**src/hdl/lbs_ram.sv**
```systemverilog
// Generic RAM with one write port and one registered read port.
`timescale 1ns / 1ps
`default_nettype none
module lbs_ram #(
	parameter int WIDTH = 32,
	parameter int DEPTH = 64,
	localparam int AW = (DEPTH > 1) ? $clog2(DEPTH) : 1
) (
	input  logic             clk,
	input  logic             wr_en,
	input  logic [AW-1:0]    wr_addr,
	input  logic [WIDTH-1:0] wr_data,
	input  logic [AW-1:0]    rd_addr,
	output logic [WIDTH-1:0] rd_data
);
	logic [WIDTH-1:0] mem [DEPTH];

	// Write and registered read.
	always_ff @(posedge clk) begin
		if (wr_en) begin
			mem[wr_addr] <= wr_data;
		end
		rd_data <= mem[rd_addr];
	end
endmodule
`default_nettype wire

```
**config.mk**
```make
export PLATFORM = sky130hd
export DESIGN_NAME = lbs_ram
export DESIGN_NICKNAME = d
export VERILOG_FILES = /design/src/hdl/lbs_ram.sv
export SDC_FILE = /design/constraint.sdc
export NUM_CORES = 2
export LEC_CHECK = 0
export ABC_CLOCK_PERIOD_IN_PS = 5200
export BUFFER_PORTS_ARGS = -buffer_cell sky130_fd_sc_hd__clkbuf_2
export CAP_MARGIN = 10
export CORE_ASPECT_RATIO = 0.75
export CORE_MARGIN = 4
export CORE_UTILIZATION = 35
export CTS_CLUSTER_DIAMETER = 80
export CTS_CLUSTER_SIZE = 28
export DETAILED_ROUTE_END_ITERATION = 8
export GPL_TIMING_DRIVEN = 0
export SYNTH_ARGS = -nofsm -noshare
export SYNTH_HDL_FRONTEND = slang
export SYNTH_SLANG_ARGS = --single-unit
```
**constraint.sdc**
```tcl
create_clock -name clk -period 5.2 [get_ports clk]
set_input_delay 0 -clock clk [delete_from_list [all_inputs] [get_ports clk]]
set_output_delay 0 -clock clk [all_outputs]
set_load 0.005 [all_outputs]
```
==> summary.txt <==
Status
  – Status: completed

Detailed routing
  – TritonRoute pass-1 iters: 5
  – Vias/cell: 5.86
  – Via count: 38900
  – DRC Markers: 0
  – Average routed wire per standard cell: 36.0 um
  – Total Wirelength: 239000 um
  – Initial DRC Count: 6886
  – Antenna Violating Nets Remaining: 0

Power and ir drop
  – P per Cell Area: 334 nW/um^2
  – Maximum vdd drop: 0.264 mV
  – Leakage power: 26.6 nW

Final layout
  – Layout Nets: 3674
  – Share of cells above drive strength 1: 27.5%
  – Post-layout util: 39.7%
  – Final instance area: 88500 sq um
  – Fin cells: 6646
  – Fillers: 19500
  – Synthesis-to-layout area growth: 12.7%

Setup path
  – CP max stage cell: buf_1
  – CP Launch Type: primary input
  – WP buf/inv: 4
  – Critical path launch point: rd_addr[1]
  – WP data required: 5.79 ns
  – Reg2Reg Depth: 5
  – Stages on worst setup path: 9
  – Worst R2R Setup Slack: 2.62 ns
  – Worst Path Max Fanout: 10
  – CP delay by family, top: buffers and inverters
  – Worst path max stage delay: 0.88 ns
  – Worst-path cell chain: buf_2 > buf_2 > buf_2 > buf_1 > nand3b_1 > o221ai_1 > a21oi_1 > a21oi_1 > nor2_1
  – CP dominant cell by count: buf_2
  – Reg-to-Reg Start: mem[34][1]
  – Arrival time worst endpoint: 4.41 ns
  – Crit path to: rd_data[9]
  – Setup crit end kind: flop
  – Critical path type: in -> reg
  – Reg-to-Reg End: rd_data[1]

STA
  – Slew HR: 8.78%
  – Post-layout min period: 3.82 ns
  – RSZ-0062 raised after global routing: no
  – Final Hold Slack: 0.00723 ns
  – Final Skew: 0.0669 ns
  – Final slew viol count: 0
  – Fin. Hold Viols: 0
  – Tcrit/Tclk final: 73.4%
  – Finish-stage setup viols: 0
  – Fmax: 0.262 GHz
  – Slew @ Worst Pin: 1.37 ns

Floorplanning
  – Die span in x: 555 um
  – Ports: 78
  – Standard-cell rows: 150
  – Die height: 418 um
  – Core Region: 223000 sq um
  – Die area: 232000 sq um
  – Initial Utilization: 35.2%

Hold path
  – HP Class: in -> reg

Clock tree
  – CTS Buffer Depth: 3
  – Clock sinks: 2080
  – Worst-Skew Late Latency: 0.81 ns
  – Root buf cell: clkbuf_16
  – Max H-tree Level: 3
  – CTS Buf Count: 92
  – Clock Pin Slew Worst Setup and Hold Paths: 0.11 ns
  – CTS tree: built

Global route
  – GRT Total Usage: 20.4%
  – GR Util met2: 29.5%
  – Initial antenna violation count: 17
  – Vias in the first global route: 36800
  – Largest net degree at the start of global routing: 65
  – Met1 usage: 29.7%
  – GR Util met3: 6.08%
  – First-pass GRT wire length: 323000 um
  – Total gr overflow: 0
  – Grt peak-use layer: met1

Synth
  – Ys flop type: edfxtp_1
  – FFs w/ async S/R, synth: 0%
  – Top-count cell post-synth: edfxtp_1
  – Area of the mapped netlist: 78500 sq um
  – Yosys reg bits: 2080
  – Top cell type's share of synthesized area: 78.3%
  – Seq/Total Area, Yosys: 79.1%
  – Synth Warn #: 0
  – Top cells by count, synth: 2048 x edfxtp_1, 544 x mux4_2, 137 x nor2_1, 93 x mux2i_1, 84 x o22ai_1
  – Synthesized Nets: 3370
  – Largest cells by area after synthesis: edfxtp_1 78%, mux4_2 16%, mux2i_1 1.2%
  – Cells after Synth: 3324
  – Synthesized area per cell: 23.6 sq um
  – Distinct cells, synth: 34
  – EDFF count, synth: 2048
  – Largest area contributor in the netlist: edfxtp_1

Placed design
  – GPL Wtd Cong: 0.941
  – Port Buffer Count: 69
  – DP Area: 85000 sq um
  – Post-placement cell count: 6453
  – Hpwl dp: 159000 um

Job
  – Max Cap Viol: 0
-- worst reg2reg max path, cell delays in order, from the launching register on --
cell and delay (ns):
edfxtp_1 0.33, mux4_2 0.23, o221ai_1 0.14, a21oi_1 0.77
a21oi_1 0.36, nor2_1 0.57
-- where the power goes --
part	internal [W]	total [W]	switching [W]
logic	0.000687	0.00208	0.00139
registers	0.0185	0.0186	0.0000334
clock network	0.00354	0.00890	0.00536
-- routing by layer --
layer  share of wire, %  wire, um
met1                 40     95400
met2                 44    104000
met3                 13     31600
met4                3.3      8010
met5              0.010        24
-- logic make-up (layout without fill, tap and decap cells) --
family,Yosys count,in the layout,share of synthesized area [%]
buffers and inverters,182,527,1.13
AO/OA/AOI/OAI,202,202,1.67
multiplexers,637,637,16.8
AND/OR/NAND/NOR,223,223,1.27
other,0,13,0
flip-flops,2080,2080,79.1
-- layout make-up --
cell class	count	area, sq um	area share (%)
Tap cell	2964	3710	4.19
Clock inverter	35	515	0.582
Sequential cell	2080	62100	70.2
Timing Repair Buffer	210	2920	3.30
Antenna cell	13	32.5	0.0368
Multi-Input combinational cell	1062	16000	18.0
Clock buffer	100	2330	2.64
Buffer	182	890	1.01
-- how the worst min path moves through the flow --
stage	from	to	slack [ns]	cells past startpoint
2_1_floorplan	wr_data[0]	mem[0][0]	0.1	0
3_3_place_gp	rd_data[28]	rd_data[28]	0.38	1
3_5_place_dp	wr_data[24]	mem[54][24]	0.30	1
4_1_cts	wr_data[19]	mem[62][19]	0.005	1
5_1_grt	wr_data[10]	mem[32][10]	0.03	1
6_report	wr_data[2]	mem[45][2]	0.007	1
-- layout by cell type, fill, tap and decap left out, types with 32 or more instances in the layout --
| cell type | count |
|---|---|
| a21oi_1 | 62 |
| buf_12 | 82 |
| buf_2 | 63 |
| clkbuf_1 | 80 |
| clkbuf_16 | 92 |
| clkbuf_2 | 55 |
| dfxtp_1 | 32 |
| edfxtp_1 | 2048 |
| mux2i_1 | 93 |
| mux4_2 | 544 |
| nor2_1 | 75 |
| nor2_4 | 62 |
| o22ai_1 | 84 |
-- metrics by stage --
step	TNS [ns]	worst slack (ns)	power (W)
floorplan	0	2.04	0.0199
detailed placement	0	0.769	0.0210
global placement	-113.10	-1.50	0.0209
finish	0	1.38	0.0295
global route	0	1.39	0.0304
CTS	0	1.61	0.0296
-- state kept, by name, summed over array words and instances (netlist names) --
| name | count |
|---|---|
| mem | 2048 |
| rd_data | 32 |
-- what timing repair did --
| action | CTS | global route |
|---|---|---|
| resized for setup | 0 | 0 |
| setup buffers | 0 | 0 |
| hold buffers | 15 | 13 |
| hold endpoints to repair | 283 | 626 |
(Power assumes the default switching activity.)
