<file path="src/hdl/lbs_pkg.sv">
// Shared types, constants and helper functions of the skinning engine.
`timescale 1ns / 1ps
`default_nettype none
package lbs_pkg;

	// Signed Q16.16 word and groupings of words.
	typedef logic signed [31:0] word_t;
	typedef logic [3:0][31:0] row_t;
	typedef logic [2:0][31:0] vec3_t;

	// Elements of one 3x4 joint matrix and the marker of an unused bone.
	localparam int ELEMS_PER_JOINT = 12;
	localparam logic [7:0] UNUSED_BONE = 8'hFF;

	// Item codes of the operation field.
	localparam logic OP_WRITE = 1'b0;
	localparam logic OP_SKIN = 1'b1;

	// Depth of the result queue and the matching credit limit.
	localparam int QDEPTH = 4;
	localparam logic [2:0] QDEPTH_CNT = 3'd4;

	// Reciprocal of twelve in Q0.15, exact for slots below 1024.
	localparam logic [11:0] RECIP_12 = 12'd2731;

	// Control that travels with one bone through the lane pipeline.
	typedef struct packed {
		logic vld;
		logic first;
		logic last;
		logic active;
	} ctl_t;

	// One skinned position.
	typedef struct packed {
		logic [31:0] x;
		logic [31:0] y;
		logic [31:0] z;
	} res_t;

	// Saturates a wide signed value to 32 bits.
	function automatic word_t sat32(input logic signed [49:0] v);
		word_t r;
		if (v > 50'sd2147483647) begin
			r = 32'sh7FFF_FFFF;
		end else if (v < -50'sd2147483648) begin
			r = 32'sh8000_0000;
		end else begin
			r = v[31:0];
		end
		return r;
	endfunction

endpackage
`default_nettype wire

</file>
<file path="src/hdl/lbs_out_if.sv">
// Output channel: skinned positions with valid and ready.
`timescale 1ns / 1ps
`default_nettype none
interface lbs_out_if;
	logic        valid;
	logic        ready;
	logic signed [31:0] out_x;
	logic signed [31:0] out_y;
	logic signed [31:0] out_z;

	modport source (output valid, out_x, out_y, out_z, input ready);
	modport sink (input valid, out_x, out_y, out_z, output ready);
endinterface
`default_nettype wire

</file>
<file path="src/hdl/lbs_out_queue.sv">
// Result queue that holds the merged x, y, z results for the output channel.
`timescale 1ns / 1ps
`default_nettype none
module lbs_out_queue (
	input  logic          clk,
	input  logic          arst_n,
	input  logic          push,
	input  lbs_pkg::res_t din,
	lbs_out_if.source     out_ch
);
	import lbs_pkg::*;

	res_t mem_q [QDEPTH];
	logic [1:0] wr_ptr_q, rd_ptr_q;
	logic [2:0] cnt_q;
	logic pop;

	assign pop = out_ch.valid && out_ch.ready;
	assign out_ch.valid = (cnt_q != 3'd0);
	assign out_ch.out_x = mem_q[rd_ptr_q].x;
	assign out_ch.out_y = mem_q[rd_ptr_q].y;
	assign out_ch.out_z = mem_q[rd_ptr_q].z;

	// Pointers and fill count.
	always_ff @(posedge clk or negedge arst_n) begin
		if (!arst_n) begin
			wr_ptr_q <= '0;
			rd_ptr_q <= '0;
			cnt_q <= '0;
		end else begin
			if (push) begin
				wr_ptr_q <= wr_ptr_q + 2'd1;
			end
			if (pop) begin
				rd_ptr_q <= rd_ptr_q + 2'd1;
			end
			cnt_q <= cnt_q + {2'b00, push} - {2'b00, pop};
		end
	end

	// Entry storage.
	always_ff @(posedge clk) begin
		if (push) begin
			mem_q[wr_ptr_q] <= din;
		end
	end
endmodule
`default_nettype wire

</file>
<file path="src/flat_wrapper.sv">
// flat-port wrapper written by rule: the top's interface ports become plain ports
module lbs_out_queue_flat import lbs_pkg::*;
  (clk, arst_n, push, din, out_ch_valid, out_ch_out_x, out_ch_out_y, out_ch_out_z, out_ch_ready);
  lbs_out_if out_ch_i ();
  input  logic clk;
  input  logic arst_n;
  input  logic push;
  input  lbs_pkg::res_t din;
  output wire logic [$bits(out_ch_i.valid)-1:0] out_ch_valid;
  output wire logic [$bits(out_ch_i.out_x)-1:0] out_ch_out_x;
  output wire logic [$bits(out_ch_i.out_y)-1:0] out_ch_out_y;
  output wire logic [$bits(out_ch_i.out_z)-1:0] out_ch_out_z;
  input wire logic [$bits(out_ch_i.ready)-1:0] out_ch_ready;
  assign out_ch_valid = out_ch_i.valid;
  assign out_ch_out_x = out_ch_i.out_x;
  assign out_ch_out_y = out_ch_i.out_y;
  assign out_ch_out_z = out_ch_i.out_z;
  assign out_ch_i.ready = out_ch_ready;
  lbs_out_queue u_core (.clk(clk), .arst_n(arst_n), .push(push), .din(din), .out_ch(out_ch_i));
endmodule
</file>
<file path="config.mk">
export PLATFORM = sky130hd
export DESIGN_NAME = lbs_out_queue_flat
export DESIGN_NICKNAME = d
export VERILOG_FILES = /design/src/hdl/lbs_pkg.sv /design/src/hdl/lbs_out_if.sv /design/src/hdl/lbs_out_queue.sv /design/src/flat_wrapper.sv
export SDC_FILE = /design/constraint.sdc
export NUM_CORES = 1
export LEC_CHECK = 0
export ABC_AREA = 1
export BUFFER_PORTS_ARGS = -buffer_cell sky130_fd_sc_hd__buf_4
export CAP_MARGIN = 20
export CORE_MARGIN = 2
export CORE_UTILIZATION = 45
export CTS_BUF_LIST = sky130_fd_sc_hd__clkbuf_4 sky130_fd_sc_hd__clkbuf_8
export DETAILED_ROUTE_END_ITERATION = 6
export PLACE_DENSITY = 0.7
export SYNTH_ARGS = -nofsm -noshare
export SYNTH_HDL_FRONTEND = slang
export SYNTH_SLANG_ARGS = --single-unit
</file>
<file path="constraint.sdc">
create_clock -name clk -period 3.25 [get_ports clk]
set_input_delay 0.975 -clock clk [delete_from_list [all_inputs] [get_ports clk]]
set_output_delay 0.975 -clock clk [all_outputs]
set_load 0.05 [all_outputs]
</file>
==> flow_summary.json, run 1 <==
{
  "post_cts_buffers": 0,
  "grt_max_degree": 127,
  "numCtsBuffers": 66,
  "met2_usage_pct": 30.1,
  "gr-total-overflow": 0,
  "worstSetupStartpoint": "u_core.rd_ptr_q[0]",
  "die_w_um": 190,
  "num_antenna_cells": 0,
  "crit_arrival_ns": 2.23,
  "grt-busiest-layer": "met2",
  "totalWireLength_um": 32700,
  "cts_resized": 0,
  "via_per_inst": 4.84,
  "crit_path_max_incr_delay_ns": 0.52,
  "ctsHoldBuffers": 0,
  "max_freq_ghz": 0.312,
  "vias": 9587,
  "syn_area_per_cell_um2": 12.2,
  "final_nets": 1594,
  "holdWs_ns": 0.229,
  "muxShareOfSynthArea_pct": 0,
  "synth-xor-area-share_pct": 0.169,
  "fin_util_pct": 55.8,
  "crit_chain": "buf_12, o21ai_0, nand2_1, nand2_1, buf_4",
  "setup_viol": 0,
  "grt_util_met1_pct": 23.6,
  "leakage_nw": 7.51,
  "drive_gt1_share_pct": 21.2,
  "crit_path_end_kind": "primary output",
  "hold_viol": 0,
  "die_h_um": 190,
  "syn2layout_area_growth_pct": 21.1,
  "fin_worst_skew_ns": 0.0194,
  "htree_levels": 3,
  "timing.final.ws_setup_ns": 0.0445,
  "maxSlewHeadroom_pct": 54.0,
  "grt_pass1_vias": 9537,
  "synth_top_family_by_area": "simple AND/OR/NAND/NOR gates",
  "post-route-drc-count": 0,
  "place.gp.congestion": 0.804,
  "maxCapViolations": 0,
  "crit_required_ns": 2.27,
  "worstSetupStartpointType": "register",
  "cts_num_sinks": 391,
  "grt_setup_unrepaired": "yes",
  "synth.yosys.seq_area_share_pct": 75.5,
  "numPortBuffers": 196,
  "grt_pass1_wl_um": 51100,
  "clkLatencyLatePin_ns": 0.55,
  "cp_max_fo": 126,
  "syn_nets": 1375,
  "r2r_cells": 11,
  "synthCells": 1268,
  "worstMarginPinSlew_ns": 0.688,
  "clk_pin_slew_ns": 0.06,
  "wl_per_cell_um": 16.5,
  "hp-class": "input port to async pin",
  "cts_tree": "done",
  "synth-compound-area-share_pct": 6.23,
  "r2r_start": "u_core.cnt_q[1]",
  "pre_cts_slack_ns": 0.689,
  "finalCritPeriodShare_pct": 98.6,
  "synth_area_um2": 15500,
  "synthAdderAreaFrac_pct": 0.613,
  "rows": 67,
  "slew_viol_final": 0,
  "synth-seq-cells": 391,
  "synth_warnings": 0,
  "drt_iter0_drc": 611,
  "cts_root_buf": "clkbuf_8",
  "crit_path_frequent_cell": "nand2_1",
  "antenna_found_initial": 2,
  "dpl.hpwl_um": 19700,
  "clk_path_buf_depth": 3,
  "die_area_um2": 36000,
  "synth-simple-area-share_pct": 12.1,
  "peakVddDrop_mv": 0.905,
  "grtUsageTotal_pct": 18.3,
  "ys_types": 20,
  "power_density_nw_per_um2": 1080,
  "crit_slowest_cell": "dfrtp_4",
  "worstSetupPathType": "register to primary output",
  "fillers": 2739,
  "grt_util_met3_pct": 5.33,
  "final_antenna_net_count": 0,
  "status": "completed",
  "core_area_um2": 33700,
  "first_pass_iters": 5,
  "period_needed_ns": 3.21,
  "start_util_pct": 46.0,
  "io_pins": 197
}
-- area by class of cell --
cell class / count / area, um^2 / area share, %
Sequential cell: 391 / 11700 / 62.3
Multi-Input combinational cell: 702 / 2960 / 15.8
Timing Repair Buffer: 215 / 1770 / 9.41
Clock buffer: 90 / 1100 / 5.86
Tap cell: 448 / 561 / 2.98
Inverter: 111 / 440 / 2.34
Clock inverter: 23 / 245 / 1.31
-- flip-flops by register name, summed over array words and instances, names as in the netlist --
register	flops
u_core.wr_ptr_q	2
u_core.cnt_q	3
u_core.mem_q	384
u_core.rd_ptr_q	2
-- per-stage QoR --
stage,TNS [ns],power (mW),instances,area [um^2]
global placement,0,15.8,1867,17400
detailed placement,0,15.9,1867,17400
floorplan,0,13.3,1268,15500
finish,0,20.2,1980,18800
global route,-0.0954,21.4,1980,18800
CTS,0,20.4,1980,18800
-- routing by layer --
metal  part of all wire (%)  vias to the layer above
met1                     42                     4458
li1                       -                     4713
met2                     48                      346
met3                    8.3                       66
met4                    2.3                        4
met5                  0.076                        -
-- logic make-up after synthesis --
kind of cell	count (synthesis)
buf+inv	175
compound gates	193
flops	391
simple gates	499
xor+xnor	3
fa+ha+maj	7
-- synthesized netlist by cell type --
cell type / number / share of area (%)
edfxtp_1: 384 / 74
nand2_1: 304 / 7.4
nor2_1: 193 / 4.7
o21ai_0: 162 / 5.2
inv_1: 109 / 2.6
o21ai_1: 31 / 1.0
clkbuf_1: 27 / 0.65
buf_6: 21 / 1.5
buf_2: 12 / 0.39
dfrtp_1: 7 / 1.1
ha_1: 6 / 0.48
buf_1: 2 / 0.048
nand3_1: 2 / 0.065
xor2_1: 2 / 0.11
buf_4: 1 / 0.048
buf_8: 1 / 0.097
clkinv_1: 1 / 0.024
fa_1: 1 / 0.13
inv_2: 1 / 0.024
xnor2_1: 1 / 0.056
-- cells in the final DEF, fill, tap and decap left out, types with 4 or more instances in the layout --
cell	instances
ha_1	6
clkbuf_4	22
o21ai_0	161
clkinv_2	5
o21ai_1	32
clkinvlp_4	4
bufinv_16	5
nand2_1	304
nor2_1	193
buf_4	202
clkbuf_8	68
dfrtp_1	6
clkinv_1	11
edfxtp_1	384
inv_1	104
buf_12	12
-- report_power, final --
| group | switching, mW | total [mW] | leakage, nW | internal [mW] |
|---|---|---|---|---|
| registers | 0.229 | 6.83 | 3.61 | 6.60 |
| clock network | 1.87 | 4.47 | 0.712 | 2.60 |
| logic | 6.56 | 8.93 | 3.19 | 2.37 |
| total | 8.65 | 20.2 | 7.51 | 11.6 |
-- worst max-delay path, delay by kind of cell, from the launching register on --
family,cells,cell delay (ns)
buf+inv,2,0.41
compound gates,1,0.46
flops,1,0.52
simple gates,2,0.19
-- final timing paths --
| path | end | slack (ns) |
|---|---|---|
| min in group clk | u_core.cnt_q[2] | 0.54 |
| max in group asynchronous | u_core.rd_ptr_q[0] | 2.87 |
| worst max-delay path | out_ch_out_x[10] | 0.04 |
| worst min register to register | u_core.cnt_q[2] | 0.54 |
| worst min-delay path | u_core.cnt_q[1] | 0.23 |
| worst max register to register | u_core.cnt_q[2] | 1.16 |
(Power assumes the default switching activity.)
==> run 2: changes to the inputs <==
--- a/config.mk
+++ b/config.mk
@@ -14,3 +14,5 @@
 export DETAILED_ROUTE_END_ITERATION = 6
+export HOLD_SLACK_MARGIN = 0.1
 export PLACE_DENSITY = 0.7
+export SLEW_MARGIN = 20
 export SYNTH_ARGS = -nofsm -noshare
--- a/constraint.sdc
+++ b/constraint.sdc
@@ -3,2 +3,2 @@
 set_output_delay 0.975 -clock clk [all_outputs]
-set_load 0.05 [all_outputs]
+set_load 0.02 [all_outputs]
==> run 2 against run 1 <==
Against the previous run: sequential cell count unchanged; final cell count down 0.45%; sequential power about the same; sequential share of layout area up 0.50 points; fmax up 3.0%; routed wire length down 1.0%; total power down 12%; non-clock buffer count down 2; combinational power down 23%; global-route usage down 0.56 points; critical endpoint is now out_ch_out_y[2]; largest cell class unchanged; largest power group unchanged.
==> flow_summary.json, run 2 (same netlist as run 1, synthesis figures left out) <==
{
  "clk_path_buf_depth": 3,
  "grt_pass1_wl_um": 49700,
  "start_util_pct": 46.0,
  "r2r_cells": 11,
  "top_register": "u_core.mem_q",
  "slew_viol_final": 0,
  "fillers": 2838,
  "sw_frac_of_total_pct": 37.3,
  "numPortBuffers": 196,
  "fin_area_um2": 18600,
  "status": "completed",
  "internal-power_mw": 11.1,
  "maxSlewHeadroom_pct": 54.1,
  "cts_root_buf": "clkbuf_8",
  "p_seq_share_pct": 38.6,
  "final_nets": 1592,
  "die_h_um": 190,
  "power_density_nw_per_um2": 950,
  "r2r_start": "u_core.cnt_q[1]",
  "vias": 9629,
  "grt_pass1_vias": 9382,
  "r2r_slack_ns": 1.17,
  "worstSetupStartpoint": "u_core.rd_ptr_q[0]",
  "pwr-share-clk_pct": 22.4,
  "timing.final.ws_setup_ns": 0.138,
  "numCtsBuffers": 66,
  "grt_max_degree": 177,
  "place.gp.congestion": 0.712,
  "crit_required_ns": 2.27,
  "worstSetupStartpointType": "register",
  "drive_gt1_share_pct": 20.7,
  "layout_common_cells": "edfxtp_1 (384), nand2_1 (304), buf_4 (200)",
  "gr-total-overflow": 0,
  "totalWireLength_um": 32400,
  "clkLatencyLatePin_ns": 0.58,
  "maxCapViolations": 0,
  "die_w_um": 190,
  "first_pass_iters": 4,
  "grtUsageTotal_pct": 17.8,
  "finalCritPeriodShare_pct": 95.8,
  "drt_iter0_drc": 695,
  "grt_setup_unrepaired": "no",
  "period_needed_ns": 3.11,
  "hp-class": "input port to async pin",
  "netSwitchingPower_mw": 6.61,
  "wl_per_cell_um": 16.4,
  "antenna_found_initial": 2,
  "syn2layout_area_growth_pct": 20.1,
  "post-route-drc-count": 0,
  "combPwrFrac_pct": 39.0,
  "cp_max_fo": 26,
  "hold_viol": 0,
  "cts_num_sinks": 391,
  "peakVddDrop_mv": 0.577,
  "worstMarginPinSlew_ns": 0.689,
  "pre_cts_slack_ns": 0.616,
  "crit_arrival_ns": 2.14,
  "cp-endpoint": "out_ch_out_y[2]",
  "fin_worst_skew_ns": 0.0194,
  "layout_commonest_cell": "edfxtp_1",
  "clk_pin_slew_ns": 0.06,
  "dpl.hpwl_um": 18700,
  "core_area_um2": 33700,
  "fin_tns_setup_ns": 0,
  "place_area_um2": 17400,
  "reg_top3": "u_core.mem_q x384, u_core.cnt_q x3",
  "leakage_nw": 7.42,
  "r2r_end": "u_core.cnt_q[2]",
  "holdWs_ns": 0.222,
  "largest_reg_flops": 384,
  "max_freq_ghz": 0.321,
  "htree_levels": 3,
  "io_pins": 197,
  "crit_path_end_kind": "primary output",
  "via_per_inst": 4.89,
  "die_area_um2": 36000,
  "rows": 67,
  "setup_viol": 0,
  "worstSetupPathType": "register to primary output",
  "final_antenna_net_count": 0,
  "cts_tree": "done"
}
run 2: cell type report:
type                    count  area, um^2  share of cell area [%]
clock buffers              84        1050                    5.63
flip-flops and latches    391       11700                    62.8
diodes                      2        5.00                  0.0269
repair buffers            213        1770                    9.47
multi-input cells         702        2960                    15.9
well taps                 448         561                    3.01
inverters                 111         459                    2.46
clock inverters            20         125                   0.671
run 2: power groups by stage:
| stage | clock [mW] | combinational [mW] | sequential, mW |
|---|---|---|---|
| 2_1_floorplan | 0 | 4.37 | 6.90 |
| 3_3_place_gp | 0 | 6.82 | 6.89 |
| 3_5_place_dp | 0 | 6.92 | 6.92 |
| 4_1_cts | 4.08 | 6.94 | 6.82 |
| 5_1_grt | 4.29 | 7.63 | 6.90 |
| 6_report | 3.97 | 6.91 | 6.83 |
run 2: repair_timing:
item,CTS,global route
endpoints found under the setup margin,1,40
setup buffers,0,0
cloned,0,1
gates resized for setup,2,4
hold buffers,0,0
run 2: metrics by stage:
| step | utilization [%] | std cells | power, mW |
|---|---|---|---|
| 4_1_cts | 55.1 | 1968 | 17.8 |
| 3_5_place_dp | 51.6 | 1864 | 13.8 |
| 2_1_floorplan | - | 1268 | 11.3 |
| 3_3_place_gp | 51.6 | 1864 | 13.7 |
| 5_1_grt | 55.3 | 1969 | 18.8 |
| 6_report | 55.3 | 1971 | 17.7 |
run 2: worst min path at each step:
stage | start | endpoint | depth (start not counted)
final | arst_n | u_core.rd_ptr_q[0] | 1
after global routing | arst_n | u_core.rd_ptr_q[0] | 1
after CTS | arst_n | u_core.rd_ptr_q[0] | 1
after detailed placement | u_core.cnt_q[1] | u_core.cnt_q[2] | 2
after global placement | u_core.cnt_q[1] | u_core.cnt_q[2] | 2
after floorplan | u_core.rd_ptr_q[1] | u_core.rd_ptr_q[1] | 2
run 2: layer usage:
metal,vias to the layer above,global-route usage (%),part of all wire [%]
met5,-,0,0
met4,0,5.96,1.8
met3,55,4.35,7.3
met2,296,29.5,48
met1,4578,23.1,43
li1,4700,-,-
run 2: critical path, cell delays in order, from the launching register on:
cell and delay [ns]:
dfrtp_4 0.50, clkinv_2 0.23, buf_4 0.30, o21ai_0 0.25, nand2_1 0.11, buf_4 0.17
